==> src/qai_pkg.sv <==
// Shared types, constants and the update term table of the attitude integrator.
// No dependencies; compiled first.
package qai_pkg;

  localparam int unsigned NormIterDefault = 4;
  localparam int unsigned CompW = 36;

  localparam logic [31:0]        SeedConst  = 32'd2505397589;
  localparam logic [33:0]        ThreeQ30   = 34'h0_C000_0000;
  localparam logic [33:0]        RecipThree = 34'h0_AAAA_AAAB;
  localparam logic signed [31:0] OneQ30     = 32'sh4000_0000;
  localparam logic signed [31:0] SatMax     = 32'sh7FFF_FFFF;
  localparam logic signed [31:0] SatMin     = 32'sh8000_0000;
  localparam logic [3:0]         NumTerms   = 4'd12;
  localparam logic [3:0]         NumComps   = 4'd4;

  typedef enum logic [3:0] {
    ST_IDLE, ST_UPD, ST_SCALE, ST_SQ, ST_NORM, ST_SEED, ST_NEWT, ST_OUT, ST_FIN
  } state_e;

  typedef enum logic [2:0] {
    MS_NONE, MS_UPD, MS_SQ, MS_RECIP, MS_YY, MS_XY2, MS_YH, MS_AY
  } mul_sel_e;

  typedef enum logic [2:0] {
    WB_NONE, WB_UPD, WB_SQ, WB_SEED, WB_H, WB_Y, WB_OUT
  } wb_e;

  typedef struct packed {
    logic [1:0] comp;
    logic [1:0] qi;
    logic [1:0] di;
    logic       neg;
  } term_t;

  typedef struct packed {
    logic     load;
    logic     scale;
    logic     norm;
    logic     ident;
    logic     out_load;
    mul_sel_e mul_sel;
    logic [3:0] mul_idx;
    wb_e      wb;
    logic [3:0] wb_idx;
  } dp_cmd_t;

  typedef struct packed {
    logic s_zero;
    logic s_norm;
  } dp_sts_t;

  function automatic term_t term_fn(input logic [3:0] idx);
    term_t t;
    unique case (idx)
      4'd0:    t = {2'd0, 2'd1, 2'd0, 1'b1};
      4'd1:    t = {2'd0, 2'd2, 2'd1, 1'b1};
      4'd2:    t = {2'd0, 2'd3, 2'd2, 1'b1};
      4'd3:    t = {2'd1, 2'd0, 2'd0, 1'b0};
      4'd4:    t = {2'd1, 2'd2, 2'd2, 1'b0};
      4'd5:    t = {2'd1, 2'd3, 2'd1, 1'b1};
      4'd6:    t = {2'd2, 2'd0, 2'd1, 1'b0};
      4'd7:    t = {2'd2, 2'd1, 2'd2, 1'b1};
      4'd8:    t = {2'd2, 2'd3, 2'd0, 1'b0};
      4'd9:    t = {2'd3, 2'd0, 2'd2, 1'b0};
      4'd10:   t = {2'd3, 2'd1, 2'd1, 1'b0};
      4'd11:   t = {2'd3, 2'd2, 2'd0, 1'b1};
      default: t = '0;
    endcase
    return t;
  endfunction

endpackage

==> src/qai_ctrl.sv <==
// Controller: sequences update, scaling, normalisation and Newton steps.
// Depends on qai_pkg.
module qai_ctrl #(
  parameter int unsigned NORM_ITERATIONS = qai_pkg::NormIterDefault
) (
  input  logic             clk_i,
  input  logic             rst_ni,
  input  logic             in_valid_i,
  output logic             in_ready_o,
  output logic             out_valid_o,
  input  logic             out_ready_i,
  input  qai_pkg::dp_sts_t sts_i,
  output qai_pkg::dp_cmd_t cmd_o
);
  import qai_pkg::*;

  localparam int unsigned IterW = (NORM_ITERATIONS > 1) ? $clog2(NORM_ITERATIONS) : 1;
  localparam logic [IterW-1:0] IterLast = IterW'(NORM_ITERATIONS - 1);

  state_e           state_q, state_d;
  logic [3:0]       step_q, step_d;
  logic [IterW-1:0] iter_q, iter_d;
  logic             out_valid_q;

  always_comb begin
    state_d = state_q;
    step_d  = step_q + 4'd1;
    iter_d  = iter_q;
    unique case (state_q)
      ST_IDLE: begin
        step_d = '0;
        if (in_valid_i) state_d = ST_UPD;
      end
      ST_UPD: begin
        if (step_q == NumTerms) begin
          state_d = ST_SCALE;
          step_d  = '0;
        end
      end
      ST_SCALE: begin
        state_d = ST_SQ;
        step_d  = '0;
      end
      ST_SQ: begin
        if (step_q == NumComps) begin
          state_d = ST_NORM;
          step_d  = '0;
        end
      end
      ST_NORM: begin
        step_d = '0;
        if (sts_i.s_zero) state_d = ST_FIN;
        else if (sts_i.s_norm) state_d = ST_SEED;
      end
      ST_SEED: begin
        if (step_q == 4'd1) begin
          state_d = ST_NEWT;
          step_d  = '0;
          iter_d  = '0;
        end
      end
      ST_NEWT: begin
        if (step_q == 4'd4) begin
          step_d = '0;
          if (iter_q == IterLast) state_d = ST_OUT;
          else iter_d = iter_q + 1'b1;
        end
      end
      ST_OUT: begin
        if (step_q == NumComps) begin
          state_d = ST_FIN;
          step_d  = '0;
        end
      end
      ST_FIN: begin
        step_d = '0;
        if (!out_valid_q || out_ready_i) state_d = ST_IDLE;
      end
      default: state_d = ST_IDLE;
    endcase
  end

  always_comb begin
    cmd_o      = '0;
    in_ready_o = 1'b0;
    unique case (state_q)
      ST_IDLE: begin
        in_ready_o = 1'b1;
        cmd_o.load = in_valid_i;
      end
      ST_UPD: begin
        if (step_q < NumTerms) begin
          cmd_o.mul_sel = MS_UPD;
          cmd_o.mul_idx = step_q;
        end
        if (step_q != '0) begin
          cmd_o.wb     = WB_UPD;
          cmd_o.wb_idx = step_q - 4'd1;
        end
      end
      ST_SCALE: cmd_o.scale = 1'b1;
      ST_SQ: begin
        if (step_q < NumComps) begin
          cmd_o.mul_sel = MS_SQ;
          cmd_o.mul_idx = step_q;
        end
        if (step_q != '0) begin
          cmd_o.wb     = WB_SQ;
          cmd_o.wb_idx = step_q - 4'd1;
        end
      end
      ST_NORM: begin
        cmd_o.norm  = 1'b1;
        cmd_o.ident = sts_i.s_zero;
      end
      ST_SEED: begin
        if (step_q == '0) cmd_o.mul_sel = MS_RECIP;
        else cmd_o.wb = WB_SEED;
      end
      ST_NEWT: begin
        unique case (step_q)
          4'd0:    cmd_o.mul_sel = MS_YY;
          4'd1:    cmd_o.mul_sel = MS_XY2;
          4'd2:    cmd_o.wb      = WB_H;
          4'd3:    cmd_o.mul_sel = MS_YH;
          default: cmd_o.wb      = WB_Y;
        endcase
      end
      ST_OUT: begin
        if (step_q < NumComps) begin
          cmd_o.mul_sel = MS_AY;
          cmd_o.mul_idx = step_q;
        end
        if (step_q != '0) begin
          cmd_o.wb     = WB_OUT;
          cmd_o.wb_idx = step_q - 4'd1;
        end
      end
      ST_FIN: cmd_o.out_load = !out_valid_q || out_ready_i;
      default: ;
    endcase
  end

  always_ff @(posedge clk_i or negedge rst_ni) begin
    if (!rst_ni) begin
      state_q     <= ST_IDLE;
      step_q      <= '0;
      iter_q      <= '0;
      out_valid_q <= 1'b0;
    end else begin
      state_q <= state_d;
      step_q  <= step_d;
      iter_q  <= iter_d;
      if (cmd_o.out_load) out_valid_q <= 1'b1;
      else if (out_ready_i) out_valid_q <= 1'b0;
    end
  end

  assign out_valid_o = out_valid_q;

endmodule

==> config.mk <==
export PLATFORM = sky130hd
export DESIGN_NAME = qai_ctrl
export DESIGN_NICKNAME = d
export VERILOG_FILES = /design/src/qai_pkg.sv /design/src/qai_ctrl.sv
export SDC_FILE = /design/constraint.sdc
export NUM_CORES = 1
export LEC_CHECK = 0
export BUFFER_PORTS_ARGS = -buffer_cell sky130_fd_sc_hd__clkbuf_2
export CORE_MARGIN = 2
export CORE_UTILIZATION = 36
export DETAILED_ROUTE_END_ITERATION = 16
export GPL_ROUTABILITY_DRIVEN = 0
export PLACE_DENSITY_LB_ADDON = 0.15
export SKIP_LAST_GASP = 1
export SLEW_MARGIN = 25
export SYNTH_ARGS = -nofsm -noshare
export SYNTH_HDL_FRONTEND = slang
export SYNTH_SLANG_ARGS = --single-unit
export TNS_END_PERCENT = 20
==> constraint.sdc <==
create_clock -name clk_i -period 4.9 [get_ports clk_i]
set_input_delay 0.735 -clock clk_i [delete_from_list [all_inputs] [get_ports clk_i]]
set_output_delay 0.735 -clock clk_i [all_outputs]
set_load 0.01 [all_outputs]
After elaboration in Yosys (flattened, before gate mapping)
Cells that the tools add are included. Widths: inputs -> output; s select.

Add/sub/neg operators: 3. Magnitude comparators: 2. Equality and inequality tests: 24. Muxes and demuxes: 40. Reductions and logical operators: 12.

Operators by type and width (number): $mux 4 (13); $pmux 4 s9 (1); $pmux 3 s5 (2); $pmux 4 s3 (2); $eq 4x3->1 const B (5); $ne 2x2->1 const B (9); $eq 4x2->1 const B (4); $pmux 4 s4 (1); $mux 7 (2); $mux 2 (6); $mux 6 (2); $mux 5 (2); $pmux 3 s3 (1); $reduce_and 9->1 (1); $eq 4x1->1 const B (2); $eq 4x4->1 const B (2); $logic_not 4->1 (2); $mux 1 (6); $pmux 3 s2 (1); $reduce_or 3->1 (2); $add 4x1->4 const B (1); $lt 4x3->1 const B (1); $lt 4x4->1 const B (1); $pmux 2 s2 (1); 10 further kinds (11).

Register bits after elaboration: 11. Input bits: 6. Output and inout bits: 21. Logic and storage cells: 85.

Logic depth before layout (Yosys ltp)
Depth after elaboration: 4. Depth in mapped cells: 7. Mapped depth without buffers: 6.

Worst setup path after synthesis
OpenSTA, ideal clock, no wires.

Path kind: register to output. From: reg step_q[0]. To: out cmd_o[6] in the netlist's numbering. Data arrival time: 1.590 ns. Data required time: 4.165 ns. Path slack: 2.575 ns. Stages on the path, launching flop included: 7. Path through: dfrtp_1 -> inv_1 -> ha_1 -> clkbuf_1 -> o31ai_1 -> nor3_1 -> a311oi_1.

RTL lines: start, declared (RTL line qai_ctrl.sv:21) `logic [3:0] step_q, step_d;`; start signal, assigned (RTL line qai_ctrl.sv:152) `step_q <= step_d;`; end, declared (RTL line qai_ctrl.sv:13) `output qai_pkg::dp_cmd_t cmd_o`.

==> Implementation_results.wiki <==
{| class="wikitable"
! Metric !! Value
|-
| Result of the run || completed
|-
| Warnings, synthesis || 0
|-
| Global-route wire length before repair || 4.41 mm
|-
| End of the worst register-to-register path || state_q[2]
|-
| Clk sinks || 11
|-
| Worst IR Drop VDD || 238 µV
|-
| Diodes inserted || 0
|-
| Setup TNS after final layout || 0 ns
|-
| Power density cells || 686 nW/µm²
|-
| Buffers and inverters on the worst path || 1
|-
| Async S/R FF share, synth || 100%
|-
| Layout net count || 165
|-
| Average wire length per cell after detail routing || 14.6 µm
|-
| Setup Viol. Count Final || 0
|-
| Sequence of cells on the critical path || nor4bb_1 > nand3b_1 > o311ai_0 > clkbuf_2
|-
| Number of port buffers || 26
|-
| Hold_buf cts || 0
|-
| Number of I/O pins || 27
|-
| Flip-flop and latch count after synthesis || 11
|-
| Most used DFF post-synth || dfrtp_1
|-
| Crit path kind || register to output pin
|-
| CTS tree || done
|-
| Setup repair after global routing missed its margin || false
|-
| Max-cap violation count || 0
|-
| Max-slew violation count || 0
|-
| Sequential-to-total area share from yosys stat || 25.1%
|-
| Starting utilization of the core area || 36.8%
|-
| Area of the placeable core || 2980 µm²
|-
| Clock buffer count from CTS || 3
|-
| Most frequent cell after synthesis || nor2_1
|-
| Number of violations reported at the end of detailed-routing iteration 0 || 45
|-
| Depth of the most critical reg-to-reg path || 4
|-
| Critical Path Sink Type || output pin
|-
| Drt total wl || 2.71 mm
|-
| Crit path max fanout || 18
|-
| Antenna-violating nets left || 0
|-
| Beginning of the worst register-to-register path || state_q[1]
|-
| Final WS setup || 2.02 ns
|-
| Area used by multi-input combinational logic || 748 µm²
|-
| Largest net degree at the start of global routing || 21
|-
| Antenna violations before repair || 0
|-
| Die area || 3500 µm²
|-
| Cell family with the largest share of critical-path delay || simple AND/OR/NAND/NOR gates
|-
| Critical path startpoint category || register
|-
| Number of unique standard cell types used by synthesis || 53
|-
| Standard-cell row count || 20
|-
| Detailed-router iteration count before antenna repair || 4
|-
| Fraction of post-synthesis cell area in the top cell type by area || 25.1%
|-
| Worst setup slack for register-to-register paths || 2.60 ns
|-
| Cell taking the most area after synthesis || dfrtp_1
|-
| Number of design rule violations left after detail routing || 0
|-
| Crit path max-delay cell type || nor4bb_1
|-
| Maximum clock frequency || 347 MHz
|-
| Largest incremental delay on the critical path || 0.77 ns
|-
| Total number of vias || 1090
|-
| Number of enable-type register cells in the synthesized netlist || 0
|-
| Top cells by area in the synthesized netlist || dfrtp_1, ha_1, nor2_1
|-
| Width of the chip || 59.2 µm
|-
| Synthesized area || 1100 µm²
|-
| Clk pin slew, worst setup/hold paths || 0.06 ns
|-
| Residual overflow from global routing || 0
|-
| Total global-route track usage || 16.4%
|-
| Average cell area after synthesis || 8.24 µm²
|-
| Max H-tree Level || 1
|-
| Final hold viol count || 0
|-
| Setup WS pre-CTS || 2.39 ns
|-
| Required time at the endpoint of the critical path || 4.16 ns
|-
| Number of instances in the synthesized netlist || 133
|-
| Latest clock arrival within the worst-skew pair || 0.27 ns
|-
| Cell types with the highest counts after synthesis || nor2_1, dfrtp_1
|-
| Post-CTS setup buffer count || 0
|-
| Worst slew margin relative to its limit || 46.9%
|-
| Worst Path Arrival || 2.14 ns
|-
| CTS Root Cell || clkbuf_4
|-
| Class of the tightest hold or removal check || input port to async pin
|-
| Synthesized netlist net count || 145
|-
| Post-route fraction of the period consumed by the critical path || 58.8%
|-
| Maximum buffer depth of the clock tree || 2
|-
| Footprint of the flip-flops and latches || 275 µm²
|-
| Area overhead of the layout relative to synthesis || 13.1%
|-
| Transition time at the pin with the least slew margin || 0.786 ns
|-
| CTS resizes || 0
|-
| Filler cell count || 326
|-
| Setup skew after layout || 0.00216 ns
|-
| Vertical die dimension || 59.2 µm
|-
| Vias in the first global route || 932
|-
| Vias per inst || 5.89
|-
| Placed wire-length estimate after detailed placement || 2.05 mm
|-
| Min cycle time layout || 2.88 ns
|-
| Share of cells above drive strength 1 || 23.7%
|-
| Leakage || 0.572 nW
|}
==> worst reg2reg max path: cells and delay by family (launching register included) <==
| family | cells | cell delay [ns] |
|---|---|---|
| multiplexers | 1 | 0.33 |
| AND/OR/NAND/NOR | 2 | 0.95 |
| flip-flops | 1 | 0.65 |
| AO/OA/AOI/OAI | 1 | 0.25 |
==> report_power, final <==
part | internal [mW] | switching (mW)
Sequential | 0.120 | 0.0936
Clock | 0.0315 | 0.0286
Combinational | 0.260 | 0.318
Total | 0.411 | 0.440
==> logic make-up (layout without fill, tap and decap cells) <==
group                    Yosys count  count (layout)  share of synthesized area (%)
AND/OR/NAND/NOR                   63              63                           33.2
AO/OA/AOI/OAI                     29              29                           21.2
buffers and inverters             16              35                           6.62
flip-flops                        11              11                           25.1
adder cells (fa/ha/maj)            6               6                           6.85
XOR/XNOR                           5               5                           4.00
multiplexers                       3               3                           2.97
==> per-stage QoR <==
stage | hold WS [ns] | std cells | total power, mW | utilization, % | cell area (µm²)
3_5_place_dp | 0.517 | 181 | 0.793 | 40.8 | 1210
3_3_place_gp | 0.498 | 181 | 0.789 | 40.8 | 1210
5_1_grt | 0.336 | 185 | 0.935 | 41.6 | 1240
6_report | 0.329 | 185 | 0.851 | 41.6 | 1240
4_1_cts | 0.333 | 185 | 0.856 | 41.6 | 1240
2_1_floorplan | 0.439 | 133 | 0.644 | - | 1100
==> how the worst max path moves through the flow <==
stage	startpoint	to	slack (ns)	cells after the start
2_1_floorplan	step_q[0]	cmd_o[6]	2.57	6
3_3_place_gp	step_q[0]	cmd_o[6]	2.43	6
3_5_place_dp	state_q[1]	cmd_o[4]	2.39	4
4_1_cts	state_q[1]	cmd_o[4]	2.09	4
5_1_grt	state_q[1]	cmd_o[4]	1.92	4
6_report	state_q[1]	cmd_o[4]	2.02	4
==> state kept, by name, indices dropped and copies added, names as in the netlist <==
name,flops
step_q,4
iter_q,2
state_q,4
out_valid_o,1
==> cell usage in the layout (no fill, tap or decap), types with 2 or more instances in the layout <==
cell / synthesis / routed
nor3_1: 6 / 6
ha_1: 6 / 6
nor4_1: 3 / 3
xnor2_1: 3 / 3
dfrtp_1: 11 / 11
clkbuf_2: 0 / 26
inv_1: 5 / 5
nand3_1: 3 / 3
or3_1: 2 / 2
xor2_1: 2 / 2
o21ai_0: 4 / 4
nand2_1: 5 / 5
a211oi_1: 2 / 2
o31ai_1: 2 / 2
nand3b_1: 2 / 2
and2_1: 3 / 3
clkbuf_4: 0 / 3
a21oi_1: 6 / 6
nor2b_1: 5 / 5
nand2b_1: 5 / 5
nor3b_1: 2 / 2
nor2_1: 17 / 17
==> metal layers <==
layer	global-route usage [%]	routed length (µm)	vias up
met3	1.53	111	9
li1	-	-	530
met2	24.9	1260	40
met5	0	0	-
met4	8.44	63	0
met1	23.0	1280	511
==> layout make-up <==
| type | instances | area share [%] |
|---|---|---|
| well taps | 33 | 3.33 |
| clock buffers | 4 | 2.12 |
| flip-flops and latches | 11 | 22.2 |
| multi-input cells | 106 | 60.3 |
| repair buffers | 26 | 10.5 |
| inverters | 5 | 1.51 |
Note: power is estimated with default switching activity, not from simulation.
